===== src/sv/lee_pkg.sv =====
package lee_pkg;

  localparam int MaxRun = 8;
  localparam int RunCntW = $clog2(MaxRun + 1);
  localparam int RunIdxW = $clog2(MaxRun);

  localparam logic [7:0] CharBslash = 8'h5c;
  localparam logic [7:0] CharDot    = 8'h2e;
  localparam logic [7:0] CharBang   = 8'h21;
  localparam logic [7:0] CharTab    = 8'h09;
  localparam logic [7:0] CharNl     = 8'h0a;
  localparam logic [7:0] CharLowF   = 8'h20;
  localparam logic [7:0] CharHighF  = 8'h7e;
  localparam logic [3:0] NibMask    = 4'hf;

  // one item's worth of escaped characters
  typedef struct packed {
    logic [MaxRun-1:0][7:0] chars;
    logic [RunCntW-1:0]     count;
  } burst_t;

  function automatic logic [7:0] from_char(input logic [1:0] pos);
    logic [7:0] c;
    case (pos)
      2'd0:    c = 8'h46;  // F
      2'd1:    c = 8'h72;  // r
      2'd2:    c = 8'h6f;  // o
      default: c = 8'h6d;  // m
    endcase
    return c;
  endfunction

  function automatic logic [7:0] hex_digit(input logic [3:0] nib, input logic upper);
    logic [7:0] c;
    if (nib < 4'd10) begin
      c = 8'h30 + {4'd0, nib};
    end else if (upper) begin
      c = 8'h41 + {4'd0, nib} - 8'd10;
    end else begin
      c = 8'h61 + {4'd0, nib} - 8'd10;
    end
    return c;
  endfunction

endpackage


===== src/sv/lee_in_if.sv =====
interface lee_in_if;
  logic       valid;
  logic       ready;
  logic [7:0] in_byte;
  logic       end_of_line;

  modport source (output valid, output in_byte, output end_of_line, input ready);
  modport sink (input valid, input in_byte, input end_of_line, output ready);
endinterface


===== src/sv/lee_out_if.sv =====
interface lee_out_if;
  logic       valid;
  logic       ready;
  logic [7:0] out_char;
  logic       last_of_run;

  modport source (output valid, output out_char, output last_of_run, input ready);
  modport sink (input valid, input out_char, input last_of_run, output ready);
endinterface


===== src/sv/lee_cfg_if.sv =====
interface lee_cfg_if;
  logic valid;
  logic ready;
  logic hex_uppercase;

  modport source (output valid, output hex_uppercase, input ready);
  modport sink (input valid, input hex_uppercase, output ready);
endinterface


===== src/sv/lee_encoder.sv =====
module lee_encoder import lee_pkg::*; (
  input  logic   clk,
  input  logic   rst_n,
  lee_in_if.sink  in_if,
  lee_cfg_if.sink cfg_if,
  output burst_t burst,
  output logic   burst_valid,
  input  logic   burst_ready
);

  logic [7:0] byte_r;
  logic       eol_r;
  logic       valid_r;
  logic       at_start_r, at_start_nxt;
  logic [1:0] held_r, held_nxt;
  logic       upper_r;

  logic                lead_bs;
  logic [2:0]          n_held;
  logic                enc_on;
  logic                tail_on;
  logic                hold;
  logic [1:0]          enc_n;
  logic [2:0][7:0]     enc_c;
  logic [RunCntW-1:0]  pos;
  logic                printable;
  logic                adv;

  // escaped form of the current byte
  always_comb begin
    printable = (byte_r >= CharLowF && byte_r <= CharHighF) ||
                byte_r == CharTab || byte_r == CharNl;
    enc_c = '0;
    if (byte_r == CharBslash) begin
      enc_n = 2'd2;
      enc_c[0] = CharBslash;
      enc_c[1] = CharBslash;
    end else if (printable) begin
      enc_n = 2'd1;
      enc_c[0] = byte_r;
    end else begin
      enc_n = 2'd3;
      enc_c[0] = CharBslash;
      enc_c[1] = hex_digit(byte_r[7:4] & NibMask, upper_r);
      enc_c[2] = hex_digit(byte_r[3:0] & NibMask, upper_r);
    end
  end

  // line-start and prefix decisions
  always_comb begin
    lead_bs = 1'b0;
    n_held  = 3'd0;
    enc_on  = 1'b1;
    hold    = 1'b0;
    held_nxt = 2'd0;
    if (held_r != 2'd0) begin
      n_held = {1'b0, held_r};
      if (byte_r == from_char(held_r)) begin
        if (held_r == 2'd3) begin
          lead_bs = 1'b1;
          n_held  = 3'd4;
          enc_on  = 1'b0;
        end else if (!eol_r) begin
          hold     = 1'b1;
          held_nxt = held_r + 2'd1;
        end
      end
    end else if (at_start_r) begin
      if (byte_r == CharDot || byte_r == CharBang) begin
        lead_bs = 1'b1;
      end else if (byte_r == from_char(2'd0) && !eol_r) begin
        hold     = 1'b1;
        held_nxt = 2'd1;
      end
    end
    tail_on = !hold && eol_r && byte_r != CharNl;
    at_start_nxt = hold ? 1'b0 : eol_r;
  end

  // pack the run of characters in output order
  always_comb begin
    burst = '0;
    pos = '0;
    if (lead_bs) begin
      burst.chars[pos[RunIdxW-1:0]] = CharBslash;
      pos = pos + 1'b1;
    end
    for (int i = 0; i < 4; i++) begin
      if (3'(i) < n_held) begin
        burst.chars[pos[RunIdxW-1:0]] = from_char(2'(i));
        pos = pos + 1'b1;
      end
    end
    if (enc_on) begin
      for (int i = 0; i < 3; i++) begin
        if (2'(i) < enc_n) begin
          burst.chars[pos[RunIdxW-1:0]] = enc_c[i];
          pos = pos + 1'b1;
        end
      end
    end
    if (tail_on) begin
      burst.chars[pos[RunIdxW-1:0]] = CharBslash;
      pos = pos + 1'b1;
      burst.chars[pos[RunIdxW-1:0]] = CharNl;
      pos = pos + 1'b1;
    end
    if (hold) begin
      pos = '0;
    end
    burst.count = pos;
  end

  assign burst_valid  = valid_r && !hold;
  assign adv          = valid_r && (burst_ready || hold);
  assign in_if.ready  = !valid_r || adv;
  assign cfg_if.ready = 1'b1;

  always_ff @(posedge clk) begin
    if (!rst_n) begin
      valid_r    <= 1'b0;
      at_start_r <= 1'b1;
      held_r     <= 2'd0;
      upper_r    <= 1'b0;
    end else begin
      if (cfg_if.valid) begin
        upper_r <= cfg_if.hex_uppercase;
      end
      if (adv) begin
        at_start_r <= at_start_nxt;
        held_r     <= held_nxt;
      end
      if (in_if.ready) begin
        valid_r <= in_if.valid;
      end
    end
  end

  always_ff @(posedge clk) begin
    if (in_if.valid && in_if.ready) begin
      byte_r <= in_if.in_byte;
      eol_r  <= in_if.end_of_line;
    end
  end

endmodule


===== src/sv/lee_serializer.sv =====
module lee_serializer import lee_pkg::*; (
  input  logic   clk,
  input  logic   rst_n,
  input  burst_t burst,
  input  logic   burst_valid,
  output logic   burst_ready,
  lee_out_if.source out_if
);

  burst_t             run_r;
  logic [RunIdxW-1:0] idx_r;
  logic               busy_r;
  logic               last;

  assign last = ({1'b0, idx_r} + 1'b1) == run_r.count;

  assign out_if.valid       = busy_r;
  assign out_if.out_char    = run_r.chars[idx_r];
  assign out_if.last_of_run = last;
  assign burst_ready        = !busy_r || (out_if.ready && last);

  always_ff @(posedge clk) begin
    if (!rst_n) begin
      busy_r <= 1'b0;
      idx_r  <= '0;
    end else if (burst_ready) begin
      busy_r <= burst_valid;
      idx_r  <= '0;
    end else if (out_if.ready) begin
      idx_r <= idx_r + 1'b1;
    end
  end

  always_ff @(posedge clk) begin
    if (burst_ready && burst_valid) begin
      run_r <= burst;
    end
  end

endmodule


===== src/sv/line_escape_encoder_unit.sv =====
// Escapes a text byte stream line by line: leading '.', '!' or "From" gets a
// backslash, backslashes double, non-printable bytes become \xx hex, and a
// line not ending in newline gets backslash-newline appended. A byte is taken
// into an input register, escaped into a run of up to eight characters that
// is registered in the serializer, and the run is shifted out one character per
// cycle while the output is ready; a new byte is accepted every cycle as long as
// the output keeps up and each run is one character. A byte producing several
// characters holds the output port until its run is shifted out; bytes held as
// a possible "From" prefix produce nothing.
module line_escape_encoder_unit import lee_pkg::*; (
  input logic clk,
  input logic rst_n,
  lee_in_if.sink    in_if,
  lee_out_if.source out_if,
  lee_cfg_if.sink   cfg_if
);

  burst_t burst;
  logic   burst_valid;
  logic   burst_ready;

  lee_encoder u_encoder (
    .clk         (clk),
    .rst_n       (rst_n),
    .in_if       (in_if),
    .cfg_if      (cfg_if),
    .burst       (burst),
    .burst_valid (burst_valid),
    .burst_ready (burst_ready)
  );

  lee_serializer u_serializer (
    .clk         (clk),
    .rst_n       (rst_n),
    .burst       (burst),
    .burst_valid (burst_valid),
    .burst_ready (burst_ready),
    .out_if      (out_if)
  );

endmodule

===== src/flat_wrapper.sv =====
// flat-port wrapper written by rule: the top's interface ports become plain ports
module line_escape_encoder_unit_flat import lee_pkg::*;
  (clk, rst_n, in_if_valid, in_if_in_byte, in_if_end_of_line, in_if_ready, out_if_valid, out_if_out_char, out_if_last_of_run, out_if_ready, cfg_if_valid, cfg_if_hex_uppercase, cfg_if_ready);
  lee_in_if in_if_i ();
  lee_out_if out_if_i ();
  lee_cfg_if cfg_if_i ();
  input logic clk;
  input logic rst_n;
  input wire logic [$bits(in_if_i.valid)-1:0] in_if_valid;
  input wire logic [$bits(in_if_i.in_byte)-1:0] in_if_in_byte;
  input wire logic [$bits(in_if_i.end_of_line)-1:0] in_if_end_of_line;
  output wire logic [$bits(in_if_i.ready)-1:0] in_if_ready;
  output wire logic [$bits(out_if_i.valid)-1:0] out_if_valid;
  output wire logic [$bits(out_if_i.out_char)-1:0] out_if_out_char;
  output wire logic [$bits(out_if_i.last_of_run)-1:0] out_if_last_of_run;
  input wire logic [$bits(out_if_i.ready)-1:0] out_if_ready;
  input wire logic [$bits(cfg_if_i.valid)-1:0] cfg_if_valid;
  input wire logic [$bits(cfg_if_i.hex_uppercase)-1:0] cfg_if_hex_uppercase;
  output wire logic [$bits(cfg_if_i.ready)-1:0] cfg_if_ready;
  assign in_if_i.valid = in_if_valid;
  assign in_if_i.in_byte = in_if_in_byte;
  assign in_if_i.end_of_line = in_if_end_of_line;
  assign in_if_ready = in_if_i.ready;
  assign out_if_valid = out_if_i.valid;
  assign out_if_out_char = out_if_i.out_char;
  assign out_if_last_of_run = out_if_i.last_of_run;
  assign out_if_i.ready = out_if_ready;
  assign cfg_if_i.valid = cfg_if_valid;
  assign cfg_if_i.hex_uppercase = cfg_if_hex_uppercase;
  assign cfg_if_ready = cfg_if_i.ready;
  line_escape_encoder_unit u_core (.clk(clk), .rst_n(rst_n), .in_if(in_if_i), .out_if(out_if_i), .cfg_if(cfg_if_i));
endmodule

===== config.mk =====
export PLATFORM = sky130hd
export DESIGN_NAME = line_escape_encoder_unit_flat
export DESIGN_NICKNAME = d
export VERILOG_FILES = /design/src/sv/lee_pkg.sv /design/src/sv/lee_in_if.sv /design/src/sv/lee_out_if.sv /design/src/sv/lee_cfg_if.sv /design/src/sv/lee_encoder.sv /design/src/sv/lee_serializer.sv /design/src/sv/line_escape_encoder_unit.sv /design/src/flat_wrapper.sv
export SDC_FILE = /design/constraint.sdc
export NUM_CORES = 1
export LEC_CHECK = 0
export ABC_AREA = 1
export BUFFER_PORTS_ARGS = -buffer_cell sky130_fd_sc_hd__buf_2
export CORE_MARGIN = 1
export CORE_UTILIZATION = 51
export DETAILED_ROUTE_END_ITERATION = 10
export PLACE_DENSITY_LB_ADDON = 0.15
export SYNTH_ARGS = -nofsm -noshare
export SYNTH_HDL_FRONTEND = slang
export SYNTH_SLANG_ARGS = --single-unit
export TNS_END_PERCENT = 1

===== constraint.sdc =====
create_clock -name clk -period 8.4 [get_ports clk]
set_input_delay 0.84 -clock clk [delete_from_list [all_inputs] [get_ports clk]]
set_output_delay 0.84 -clock clk [all_outputs]
set_load 0.01 [all_outputs]

# Word level (Yosys, flattened, before mapping)
# Cells that the tools add are included.
# Widths: inputs -> output; s select.
[word_totals] word_cells=212 regBits=86 output_inout_bits=12 input_bits=15
[classes] n_mux=93 n_reduce_logical=31 bitwise_logic=7 n_eq_ne=12 add_sub_neg=22 magnitude_cmp=30
[op_table] op="$mux 64" n=11
[op_table] op="$bwmux 64" n=7
[op_table] op="$demux 8 s3" n=9
[op_table] op="$mux 8" n=21
[op_table] op="$and 48x48->48" n=1
[op_table] op="$not 48->48" n=1
[op_table] op="$mux 4" n=11
[op_table] op="$lt 3x4->1 const B" n=10
[op_table] op="$add 4x1->4 const B" n=9
[op_table] op="$add 7x4->8 const A" n=4
[op_table] op="$and 32x32->32" n=1
[op_table] op="$mux 16" n=2
[op_table] op="$not 32->32" n=1
[op_table] op="$or 32x32->32" n=1
[op_table] op="$sub 8x4->8 const B" n=4
[op_table] op="$ge 3x1->1 const B" n=9
[op_table] op="$bmux 8 s3" n=1
[op_table] op="$mux 1" n=20
[op_table] op="$logic_and 1x1->1" n=18
[op_table] op="$pmux 6 s3" n=1
[op_table] op="$eq 8x4->1 const B" n=2
[op_table] op="$eq 8x6->1 const B" n=2
[op_table] op="$eq 8x7->1 const B" n=2
[op_table] op="$or 16x16->16" n=1
[op_table] op="other kinds (25)" n=46

# Logic depth before layout (Yosys ltp)
# Gate-level depths: netlist of run 1.
[depth] word_depth=32 mapped_depth=42

# Modules after synthesis
# From an unflattened synthesis of run 1, not the netlist that was laid out.
[unflattened] hier_cells=1012 hier_area_um2=7208.2
[by_module_without_submodules] module="lee_encoder" seq_area_each_um2=370.4 area_each_um2=4230.3 cells_per_inst=771 n_inst=1
[by_module_without_submodules] module="lee_serializer" seq_area_each_um2=2122.0 area_each_um2=2977.9 cells_per_inst=241 n_inst=1

# Worst setup path after synthesis of run 1
# No wires, ideal clock.
[synth_timing] path_kind="register -> register" from="reg u_core.u_encoder.held_r[0]" to="reg u_core.u_serializer.run_r[44] in the netlist's numbering, data pin" required_time_ns=8.142 setup_slack_ns=2.876 n_path_buf=2 path_stages_with_launch=40 arrival_time_ns=5.265 cell_sequence="dfxtp_1 inv_1 ha_1 nand2_1 inv_1 nor2_1 nand2_1 nor2_2 nand2_2 clkinv_2 nand3_4 clkbuf_1 nand2_1 inv_1 ha_1 inv_1 nand3_1 nand2_2 [... 4 more ...] clkbuf_1 ha_1 nand2_1 nand2_8 ha_1 o21ai_0 inv_1 nand2_1 nand2_2 ha_1 inv_1 nand2_1 nand2_2 nand2_1 nor2_1 inv_2 nand2_1 a21oi_1"
[synth_lines] item="start: declaration" line_no="lee_encoder.sv:15" source="logic [1:0] held_r, held_nxt;"
[synth_lines] item="start signal: assignment" line_no="lee_encoder.sv:131" source="held_r <= held_nxt;"
[synth_lines] item="end signal: assignment" line_no="lee_serializer.sv:36" source="run_r <= burst;"
[synth_lines] item="end: declaration" line_no="lee_serializer.sv:10" source="burst_t run_r;"

# Worst setup path in the final report of run 1
[layout_timing] from="reg u_core.u_encoder.held_r[0]" to="reg u_core.u_serializer.run_r[3] in the netlist's numbering, data pin"
[layout_between] elab_chain_cells=27
[layout_rtl] item="$eq 2x2->1 (tied with other cells)" line_no="lee_pkg.sv:24" source="case (pos)"
[layout_rtl] item="$pmux 6 s3" line_no="lee_pkg.sv:24"
[layout_rtl] item="$mux 8" line_no="lee_encoder.sv:56" source="if (held_r != 2'd0) begin"
[layout_rtl] item="$eq 8x8->1" line_no="lee_encoder.sv:58" source="if (byte_r == from_char(held_r)) begin"
[layout_rtl] item="$mux 1" line_no="lee_encoder.sv:58"
[layout_rtl] item="$mux 1" line_no="lee_encoder.sv:56"
[layout_rtl] item="$mux 1" line_no="lee_encoder.sv:84" source="if (lead_bs) begin"
[layout_rtl] item="$add 4x1->4" line_no="lee_encoder.sv:91" source="pos = pos + 1'b1;"
[layout_rtl] item="[... 11 more ...]"
[layout_rtl] item="$mux 4" line_no="lee_encoder.sv:96" source="if (2'(i) < enc_n) begin"
[layout_rtl] item="$mux 4" line_no="lee_encoder.sv:94" source="if (enc_on) begin"
[layout_rtl] item="$add 4x1->4" line_no="lee_encoder.sv:98" source="pos = pos + 1'b1;"
[layout_rtl] item="$mux 4" line_no="lee_encoder.sv:96"
[layout_rtl] item="$mux 4" line_no="lee_encoder.sv:94"
[layout_rtl] item="$add 4x1->4" line_no="lee_encoder.sv:104" source="pos = pos + 1'b1;"
[layout_rtl] item="$add 4x1->4" line_no="lee_encoder.sv:106" source="pos = pos + 1'b1;"
[layout_rtl] item="$mux 4" line_no="lee_encoder.sv:102" source="if (tail_on) begin"
# Parallel ways exist; a longest one is shown, timed or not. The select of a mux whose other input is x is not followed.
# A chain may end at the register's enable or synchronous reset.

==> impl_results.md, run 1 <==
- Result of the run: complete, no violations
- Clock Tree Root: sky130_fd_sc_hd__clkbuf_16
- Sequential share of the synthesized area: 36.22%
- Worst EP arrival: 6.92 ns
- Final nets: 1,011
- Final setup viols: 0
- Clock tree from TritonCTS: done
- Largest voltage drop on the vdd net: 0.1107 mV
- Setup tns final: 0 ns
- Inserted Clock Buffers: 9
- Critical path start-end classification: reg -> reg
- Post-CTS setup-driven buffer insertion count: 0
- Post-DP HPWL: 17,220 um
- Number of max-cap violations: 0
- Top cell type by total area after synthesis: sky130_fd_sc_hd__edfxtp_1
- Final count of pins violating max slew: 0
- Min Tclk post-route: 6.821 ns
- Unrepaired setup endpoints after global routing: false
- Global-route wire length before repair: 34,360 um
- Fraction of layout instances using a drive strength above 1: 11.29%
- Drt via density: 5.778
- Antenna violations before repair: 0
- Worst-skew pair later-pin latency: 0.35 ns
- Number of warnings printed during yosys synthesis: 0
- Main synth FF type: sky130_fd_sc_hd__edfxtp_1
- Actual slew at the worst max-slew pin: 1.044 ns
- Clock net sink count: 86
- Count of flip-flops with a built-in enable after synthesis: 77
- Post-synthesis instance total: 950
- H-tree depth: 3
- Routed wire length per instance: 19.48 um
- Initial standard-cell utilization of the core: 52.17%
- Final Skew: 0.01203 ns
- Avg Inst Size Synth: 7.244 um^2
- DRC marker count from the first detailed-route iteration: 766
- Number of diodes: 0
- Leakage: 0.003382 uW
- Critical Path RT: 8.50 ns
- Top-area cell type share of the netlist area: 33.60%
- Detailed-route wire length: 22,400 um
- Post-route fraction of the period consumed by the critical path: 81.21%
- Vias in the first global route: 6,137
- ANT nets after route: 0
- Critical Path End Type: flop
- Die Wd: 118.2 um
- Async set or reset register ratio after synthesis: 0%
- Gr usage total: 32.54%
- Placeable core area: 13,190 um^2
- Row count: 42
- Clock-pin slew of the registers on the worst-case setup and hold paths: 0.06 ns
- Most used standard cell by instance count after synthesis: sky130_fd_sc_hd__nand2_1
- Worst hold path stage count: 2
- Distinct cell type count of the synthesized netlist: 52
- Final estimated routing congestion in global placement: 1.036
- Count of buffers from port buffering: 25
- Total via count after detailed routing: 6,645
- CTS Hold Bufs: 0
- Height of the die: 118.2 um
- Achievable clock frequency: 0.1466 GHz
- I/O pins: 27
- Number of cell instances on the worst register-to-register path: 36
- Final-report hold violation count: 0
- Fill cells: 1,346
- Largest stage delay, worst path: 0.60 ns
- Synth top area cells: sky130_fd_sc_hd__edfxtp_1 (34%), sky130_fd_sc_hd__nand2_1 (9.4%), sky130_fd_sc_hd__nor2_1 (7.4%), sky130_fd_sc_hd__o21ai_0 (7.2%), sky130_fd_sc_hd__inv_1 (5.8%)
- Final routed DRC violation total: 0
- Area growth, synth to finish: 8.309%
- Normalized max-slew margin: 30.39%
- Commonest cells in the synthesized netlist: sky130_fd_sc_hd__nand2_1 (172), sky130_fd_sc_hd__nor2_1 (136), sky130_fd_sc_hd__inv_1 (107)
- Minimum hold slack: 0.5090 ns
- Power density over the cells: 169.5 nW/um^2
- Maximum clock insertion buffer count: 2
- Startpoint type of the worst setup path: flop
- Maximum number of pins on one net before global-route repair: 69
- Total die area: 13,960 um^2
- Pre-antenna DRT Iters: 6
- Slowest-stage cell, CP: sky130_fd_sc_hd__ha_1
- Cell Area, Synth: 6882 um^2
- CP Max Fanout: 24
- Count of cells resized by post-cts repair: 0
- Residual overflow from global routing: 0
- Type of the tightest min-delay check: reg -> reg
- Post-synthesis sequential element count: 86
-- metrics by stage --
step	area, um^2	setup WS [ns]	power (uW)	std cells	util, %
2_1_floorplan	6912	2.876	767.2	958	-
3_3_place_gp	7161	1.837	863.7	1134	54.29
3_5_place_dp	7161	1.607	865.9	1134	54.29
4_1_cts	7453	1.596	1260	1150	56.51
5_1_grt	7453	0.8989	1321	1150	56.51
6_report	7453	1.579	1264	1150	56.51
-- flip-flops by register name, summed over array words and instances (netlist names) --
name,flops
u_core.u_encoder.at_start_r,1
u_core.u_encoder.upper_r,1
u_core.u_encoder.byte_r,8
u_core.u_serializer.out_if.valid,1
u_core.u_encoder.held_r,2
u_core.u_encoder.valid_r,1
u_core.u_encoder.eol_r,1
u_core.u_serializer.run_r,68
u_core.u_serializer.idx_r,3
-- layout by cell type, fill, tap and decap left out, types with 3 or more instances in the layout --
master / count
sky130_fd_sc_hd__o21ai_0: 99
sky130_fd_sc_hd__conb_1: 10
sky130_fd_sc_hd__or2_2: 4
sky130_fd_sc_hd__buf_2: 25
sky130_fd_sc_hd__nor3_1: 7
sky130_fd_sc_hd__edfxtp_1: 77
sky130_fd_sc_hd__nor2_2: 6
sky130_fd_sc_hd__nor2_1: 135
sky130_fd_sc_hd__nand2_2: 15
sky130_fd_sc_hd__a21oi_1: 57
sky130_fd_sc_hd__inv_2: 15
sky130_fd_sc_hd__nand4_1: 15
sky130_fd_sc_hd__nand3_2: 6
sky130_fd_sc_hd__nand3_4: 3
sky130_fd_sc_hd__o211ai_1: 18
sky130_fd_sc_hd__o2111ai_1: 3
sky130_fd_sc_hd__nand2_1: 172
sky130_fd_sc_hd__buf_4: 5
sky130_fd_sc_hd__nand3_1: 62
sky130_fd_sc_hd__clkbuf_16: 9
sky130_fd_sc_hd__xnor2_1: 3
sky130_fd_sc_hd__ha_1: 27
sky130_fd_sc_hd__xor2_1: 5
sky130_fd_sc_hd__a31oi_1: 14
sky130_fd_sc_hd__dfxtp_1: 9
sky130_fd_sc_hd__o221ai_1: 3
sky130_fd_sc_hd__inv_1: 107
sky130_fd_sc_hd__o31ai_1: 3
sky130_fd_sc_hd__o22ai_1: 15
sky130_fd_sc_hd__o21ai_1: 11
-- worst max-delay path, delay by kind of cell, from the launching register on --
kind,cells,cell delay [ns]
AND/OR/NAND/NOR,19,2.49
adder cells (fa/ha/maj),6,2.24
buffers and inverters,8,0.88
flip-flops,1,0.43
XOR/XNOR,2,0.35
AO/OA/AOI/OAI,1,0.16
-- final timing paths --
kind	startpoint	slack, ns	to
hold / removal	u_core.u_encoder.at_start_r$_SDFFE_PN1P_	0.51	u_core.u_encoder.at_start_r$_SDFFE_PN1P_
setup / recovery	u_core.u_encoder.held_r[0]$_SDFFE_PN0P_	1.58	u_core.u_serializer.run_r[3]$_SDFFCE_PP0P_
setup reg to reg	u_core.u_encoder.held_r[0]$_SDFFE_PN0P_	1.58	u_core.u_serializer.run_r[3]$_SDFFCE_PP0P_
hold reg to reg	u_core.u_encoder.at_start_r$_SDFFE_PN1P_	0.51	u_core.u_encoder.at_start_r$_SDFFE_PN1P_
-- layout make-up --
class                      count  area, um^2  area share [%]
clock buffer                  11       232.7           3.122
sequential                    86        2492           33.44
clock inverter                 5       60.06          0.8058
timing repair buffer          30       162.7           2.182
inverter                     126       476.7           6.396
multi-input combinational    716        3809           51.10
tap                          176       220.2           2.955
-- cell families after synthesis --
kind of cell	count (synthesis)	share of synthesized area (%)
adders and majority gates	27	4.909
AOI/OAI and AO/OA	233	19.16
buffers and inverters	156	8.982
other	2	0.1091
and+or+nand+nor	437	29.20
xor gates and xnor gates	9	1.418
DFF	86	36.22
-- report_power, final --
| group | internal [uW] | switching (uW) |
|---|---|---|
| Sequential | 514 | 13.9 |
| Combinational | 95.7 | 244 |
| Clock | 231 | 166 |
| Total | 840 | 423 |
-- metal layers --
layer / vias to the layer above / global-route usage (%) / part of all wire [%]
li1: 3262 / - / -
met1: 3015 / 42.01 / 43
met2: 299 / 52.39 / 45
met3: 69 / 5.068 / 6.3
met4: 0 / 17.55 / 5.3
met5: - / 0 / 0
Power figures use the tool's default switching activity.
==> inputs of run 2 (changes only) <==
==> constraint.sdc (replaced) <==
create_clock -name clk -period 6.1 [get_ports clk]
set_input_delay 0.61 -clock clk [delete_from_list [all_inputs] [get_ports clk]]
set_output_delay 0.61 -clock clk [all_outputs]
set_load 0.01 [all_outputs]
==> impl_results.md, run 2 (synthesized netlist as in run 1, its figures left out) <==
- ANT nets after route: 0
- GR met2 Demand/Resource: 51.58%
- Result of the run: complete, no violations
- Final setup viols: 0
- Clock net sink count: 86
- Post-route fraction of the period consumed by the critical path: 91.86%
- Min Tclk post-route: 5.604 ns
- Worst-skew pair later-pin latency: 0.34 ns
- Global Route met1 Usage: 42.56%
- Critical Path End Type: flop
- Maximum clock insertion buffer count: 2
- Largest stage delay, worst path: 0.40 ns
- Die Wd: 118.2 um
- I/O pins: 27
- Global-route wire length before repair: 34,600 um
- Total die area: 13,960 um^2
- Final nets: 1,015
- CP Max Fanout: 13
- Achievable clock frequency: 0.1785 GHz
- Final standard cell count with taps included and fillers excluded: 1,154
- Vias in the first global route: 6,239
- Largest Register: u_core.u_serializer.run_r
- Flip-flop count of the largest register after layout: 68
- Fraction of layout instances using a drive strength above 1: 12.58%
- Cell Area, Placed: 7191 um^2
- Residual overflow from global routing: 0
- Area growth, synth to finish: 9.691%
- Most frequent cells in the layout: sky130_fd_sc_hd__nand2_1 (170), sky130_fd_sc_hd__nor2_1 (134), sky130_fd_sc_hd__inv_1 (106)
- Routed wire length per instance: 19.31 um
- Most Used Layer, Global Route: met2
- Count of buffers from port buffering: 25
- Final Skew: 0.006322 ns
- Height of the die: 118.2 um
- Biggest regs: u_core.u_serializer.run_r: 68 flops, u_core.u_encoder.byte_r: 8 flops, u_core.u_serializer.idx_r: 3 flops
- Post-DP HPWL: 17,270 um
- Post-CTS setup-driven buffer insertion count: 0
- Met3 track utilization from global routing: 5.695%
- DRC marker count from the first detailed-route iteration: 838
- Final-report hold violation count: 0
- Worst EP arrival: 5.69 ns
- Slowest-stage cell, CP: sky130_fd_sc_hd__ha_2
- Number of diodes: 0
- Area occupied by multi-input gates: 3839 um^2
- Unrepaired setup endpoints after global routing: true
- Total via count after detailed routing: 6,666
- Most common cell type on the critical path: sky130_fd_sc_hd__inv_1
- Row count: 42
- Final count of pins violating max slew: 0
- Placeable core area: 13,190 um^2
- Total instance count after detailed placement: 1,138
- Power density over the cells: 238.0 nW/um^2
- Drt via density: 5.776
- CTS Hold Bufs: 0
- Clock-pin slew of the registers on the worst-case setup and hold paths: 0.06 ns
- Critical path start-end classification: reg -> reg
- Startpoint of the tightest hold check path: in_if_in_byte[5]
- H-tree depth: 3
- Maximum number of pins on one net before global-route repair: 69
- Setup tns final: 0 ns
- Clock tree from TritonCTS: done
- Largest voltage drop on the vdd net: 0.1198 mV
- Normalized max-slew margin: 33.58%
- Initial standard-cell utilization of the core: 52.17%
- Type of the tightest min-delay check: in -> reg
- Start point of the critical path: u_core.u_encoder.held_r[0]$_SDFFE_PN0P_
- Critical Path RT: 6.19 ns
- Final design area excluding fillers: 7548 um^2
- Final estimated routing congestion in global placement: 1.042
- Fill cells: 1,302
- Startpoint of the worst-slack reg-to-reg timing path: u_core.u_encoder.held_r[0]$_SDFFE_PN0P_
- Gr usage total: 32.62%
- Area taken by flip-flops and latches: 2495 um^2
- Clock Tree Root: sky130_fd_sc_hd__clkbuf_16
- Detailed-route wire length: 22,280 um
- Antenna violations before repair: 0
- Number of max-cap violations: 0
- Final routed DRC violation total: 0
- Leakage: 0.003422 uW
- Pre-antenna DRT Iters: 5
- Most frequent standard cell in the layout excluding fill and tap cells: sky130_fd_sc_hd__nand2_1
- Actual slew at the worst max-slew pin: 0.9963 ns
- Inserted Clock Buffers: 9
- Minimum hold slack: 0.4430 ns
- Startpoint type of the worst setup path: flop
## run 2: changes by cell type in the layout (fill, tap and decap cells not counted), moves of 2 or more
cell,previous run,this run
sky130_fd_sc_hd__dfxtp_2,0,2
sky130_fd_sc_hd__buf_4,5,9
sky130_fd_sc_hd__dfxtp_1,9,7
sky130_fd_sc_hd__nor2_2,6,4
sky130_fd_sc_hd__nand2_1,172,170
sky130_fd_sc_hd__nor2_4,2,5
sky130_fd_sc_hd__nand2_2,15,17
## run 2: report_power, final
part	switching, uW	internal [uW]	total, uW
Clock	222	371	593
Sequential	17.6	707	725
Combinational	343	136	479
Total	582	1210	1800
## run 2: final cells by class
class / count / share of cell area (%)
Timing Repair Buffer: 34 / 2.553
Clock inverter: 5 / 1.094
Inverter: 126 / 6.315
Clock buffer: 11 / 3.216
Sequential cell: 86 / 33.05
Multi-Input combinational cell: 716 / 50.85
Tap cell: 176 / 2.917
## run 2: final timing paths
kind	endpoint	slack [ns]	depth (start not counted)
max	u_core.u_serializer.run_r[12]$_DFFE_PP_	0.50	38
min	u_core.u_encoder.byte_r[5]$_DFFE_PP_	0.44	1
max reg2reg	u_core.u_serializer.run_r[12]$_DFFE_PP_	0.50	38
min reg2reg	u_core.u_encoder.held_r[0]$_SDFFE_PN0P_	0.51	2
## run 2: timing repair
action | in CTS | in global routing
hold endpoints to repair | 0 | 0
endpoints found under the setup margin | 0 | 58
gates resized for setup | 0 | 11
## run 2: metrics by stage
stage               power [uW]  utilization (%)  setup WS, ns
finish                    1797            57.23        0.4965
global route              1871            57.23     -0.003546
CTS                       1786            56.98        0.3070
detailed placement        1194            54.52        0.3316
global placement          1195            54.52        0.4979
floorplan                 1057                -        0.5760
## run 2: worst max-delay path, delay by kind of cell, from the launching register on
| family | cells | cell delay, ns |
|---|---|---|
| buffers and inverters | 11 | 0.96 |
| AND/OR/NAND/NOR | 19 | 1.91 |
| XOR/XNOR | 1 | 0.15 |
| AO/OA/AOI/OAI | 1 | 0.15 |
| adder cells (fa/ha/maj) | 6 | 1.80 |
| flip-flops | 1 | 0.37 |
## run 2: metal layers
layer	wire length [um]	vias up
li1	-	3267
met1	9350	2960
met2	10020	346
met3	1749	93
met4	1162	0
met5	0	-
==> inputs of run 3 (changes only) <==
--- a/config.mk
+++ b/config.mk
@@ -11,6 +11,7 @@
 export CORE_UTILIZATION = 51
 export DETAILED_ROUTE_END_ITERATION = 10
 export PLACE_DENSITY_LB_ADDON = 0.15
+export REMOVE_ABC_BUFFERS = 1
 export SYNTH_ARGS = -nofsm -noshare
 export SYNTH_HDL_FRONTEND = slang
 export SYNTH_SLANG_ARGS = --single-unit
==> impl_results.md, run 3 (synthesized netlist as in run 1, its figures left out) <==
- Result of the run: complete, no violations
- Critical Path End Type: flop
- Slowest-stage cell, CP: sky130_fd_sc_hd__ha_2
- Maximum number of pins on one net before global-route repair: 37
- Global Route met1 Usage: 43.59%
- Most frequent standard cell in the layout excluding fill and tap cells: sky130_fd_sc_hd__nand2_1
- Total die area: 13,960 um^2
- Largest stage delay, worst path: 0.41 ns
- Startpoint type of the worst setup path: flop
- Post-route fraction of the period consumed by the critical path: 92.27%
- Die Wd: 118.2 um
- Initial standard-cell utilization of the core: 52.17%
- Most frequent cells in the layout: sky130_fd_sc_hd__nand2_1 (170), sky130_fd_sc_hd__nor2_1 (133), sky130_fd_sc_hd__inv_1 (107)
- Met3 track utilization from global routing: 5.405%
- Clock Tree Root: sky130_fd_sc_hd__clkbuf_16
- Normalized max-slew margin: 30.90%
- Clock tree from TritonCTS: done
- Detailed-route wire length: 23,160 um
- I/O pins: 27
- Number of max-cap violations: 0
- Critical path start-end classification: reg -> reg
- Final core utilization: 56.96%
- Largest Register: u_core.u_serializer.run_r
- Final setup viols: 0
- Clock net sink count: 86
- Final estimated routing congestion in global placement: 1.058
- Height of the die: 118.2 um
- Area growth, synth to finish: 9.182%
- Critical Path RT: 6.18 ns
- Worst EP arrival: 5.71 ns
- Crit path capture: u_core.u_serializer.run_r[36]$_DFFE_PP_
- Final nets: 1,014
- Antenna violations before repair: 0
- CP Max Fanout: 13
- Residual overflow from global routing: 0
- Most common cell type on the critical path: sky130_fd_sc_hd__inv_1
- Maximum clock insertion buffer count: 2
- Number of diodes: 0
- Final-report hold violation count: 0
- Global-route wire length before repair: 36,070 um
- Power density over the cells: 237.3 nW/um^2
- Biggest regs: u_core.u_serializer.run_r: 68 flops, u_core.u_encoder.byte_r: 8 flops, u_core.u_serializer.idx_r: 3 flops
- Final routed DRC violation total: 0
- Worst-skew pair later-pin latency: 0.35 ns
- Actual slew at the worst max-slew pin: 1.032 ns
- Fraction of layout instances using a drive strength above 1: 12.59%
- Total via count after detailed routing: 6,752
- GR met2 Demand/Resource: 55.26%
- Pre-antenna DRT Iters: 8
- Final Skew: 0.01150 ns
- Routed wire length per instance: 20.09 um
- Leakage: 0.003412 uW
- DRC marker count from the first detailed-route iteration: 778
- Type of the tightest min-delay check: in -> reg
- Worst reg-to-reg setup slack: 0.47 ns
- End of the worst register-to-register path: u_core.u_serializer.run_r[36]$_DFFE_PP_
- Achievable clock frequency: 0.1777 GHz
- H-tree depth: 3
- Cell Area, Placed: 7183 um^2
- Number of cell instances on the worst register-to-register path: 38
- Drt via density: 5.856
- Largest voltage drop on the vdd net: 0.1363 mV
- Flip-flop count of the largest register after layout: 68
- Final count of pins violating max slew: 0
- Vias in the first global route: 6,392
- Post-DP HPWL: 18,000 um
- Start point of the critical path: u_core.u_encoder.held_r[1]$_SDFFE_PN0P_
- Inserted Clock Buffers: 9
- Clock-pin slew of the registers on the worst-case setup and hold paths: 0.07 ns
- Min Tclk post-route: 5.629 ns
- Unrepaired setup endpoints after global routing: true
- ANT nets after route: 0
- Row count: 42
- Startpoint of the worst-slack reg-to-reg timing path: u_core.u_encoder.held_r[1]$_SDFFE_PN0P_
- Gr usage total: 34.33%
- Final design area excluding fillers: 7513 um^2
- Count of buffers from port buffering: 25
- Placeable core area: 13,190 um^2
- Most Used Layer, Global Route: met2
-- run 3: per-layer routing --
layer,up-vias,wire (um)
li1,3260,-
met1,3083,9595
met2,310,10700
met3,99,1558
met4,0,1308
met5,-,0
-- run 3: critical path, delay by kind of cell, from the launching register on --
family / cells / cell delay, ns
AOI/OAI and AO/OA: 2 / 0.20
xor gates and xnor gates: 1 / 0.15
adders and majority gates: 6 / 1.79
buffers and inverters: 11 / 0.97
DFF: 1 / 0.39
and+or+nand+nor: 18 / 1.84
-- run 3: stage by stage --
stage | setup WS (ns) | std cells | hold WS [ns] | total power (uW) | TNS [ns]
global placement | 0.4628 | 1137 | 0.5014 | 1200 | 0
floorplan | 0.3157 | 928 | 0.4682 | 1053 | 0
global route | -0.009308 | 1153 | 0.4296 | 1862 | -0.009308
finish | 0.4714 | 1153 | 0.4375 | 1783 | 0
CTS | 0.3159 | 1153 | 0.4286 | 1771 | 0
detailed placement | 0.3631 | 1137 | 0.5380 | 1200 | 0
-- run 3: power breakdown --
group / internal, uW / total [uW] / switching [uW]
Combinational: 134 / 483 / 348
Clock: 340 / 575 / 235
Sequential: 707 / 725 / 18.6
Total: 1180 / 1780 / 602
-- run 3: area by class of cell --
| class | count | area [um^2] |
|---|---|---|
| clock inverter | 5 | 57.56 |
| sequential | 86 | 2495 |
| multi-input combinational | 716 | 3826 |
| inverter | 126 | 476.7 |
| tap | 176 | 220.2 |
| fill | 1360 | 5677 |
| clock buffer | 11 | 252.7 |
| timing repair buffer | 33 | 185.2 |
-- run 3: worst min-delay path by stage --
stage	end	slack (ns)	cells after the start	from
3_5_place_dp	u_core.u_encoder.at_start_r$_SDFFE_PN1P_	0.54	2	u_core.u_encoder.at_start_r$_SDFFE_PN1P_
4_1_cts	u_core.u_encoder.byte_r[2]$_DFFE_PP_	0.43	1	in_if_in_byte[2]
2_1_floorplan	u_core.u_encoder.at_start_r$_SDFFE_PN1P_	0.47	2	u_core.u_encoder.at_start_r$_SDFFE_PN1P_
5_1_grt	u_core.u_encoder.byte_r[0]$_DFFE_PP_	0.43	1	in_if_in_byte[0]
3_3_place_gp	u_core.u_serializer.idx_r[2]$_SDFFE_PP0P_	0.50	2	u_core.u_serializer.idx_r[2]$_SDFFE_PP0P_
6_report	u_core.u_encoder.byte_r[1]$_DFFE_PP_	0.44	1	in_if_in_byte[1]
-- run 3: what timing repair did --
action                                  CTS  global route
buffers inserted                          0             0
endpoints found under the setup margin    0            56
endpoints found under the hold margin     0             0
hold buffers                              0             0
resized for setup                         0             8
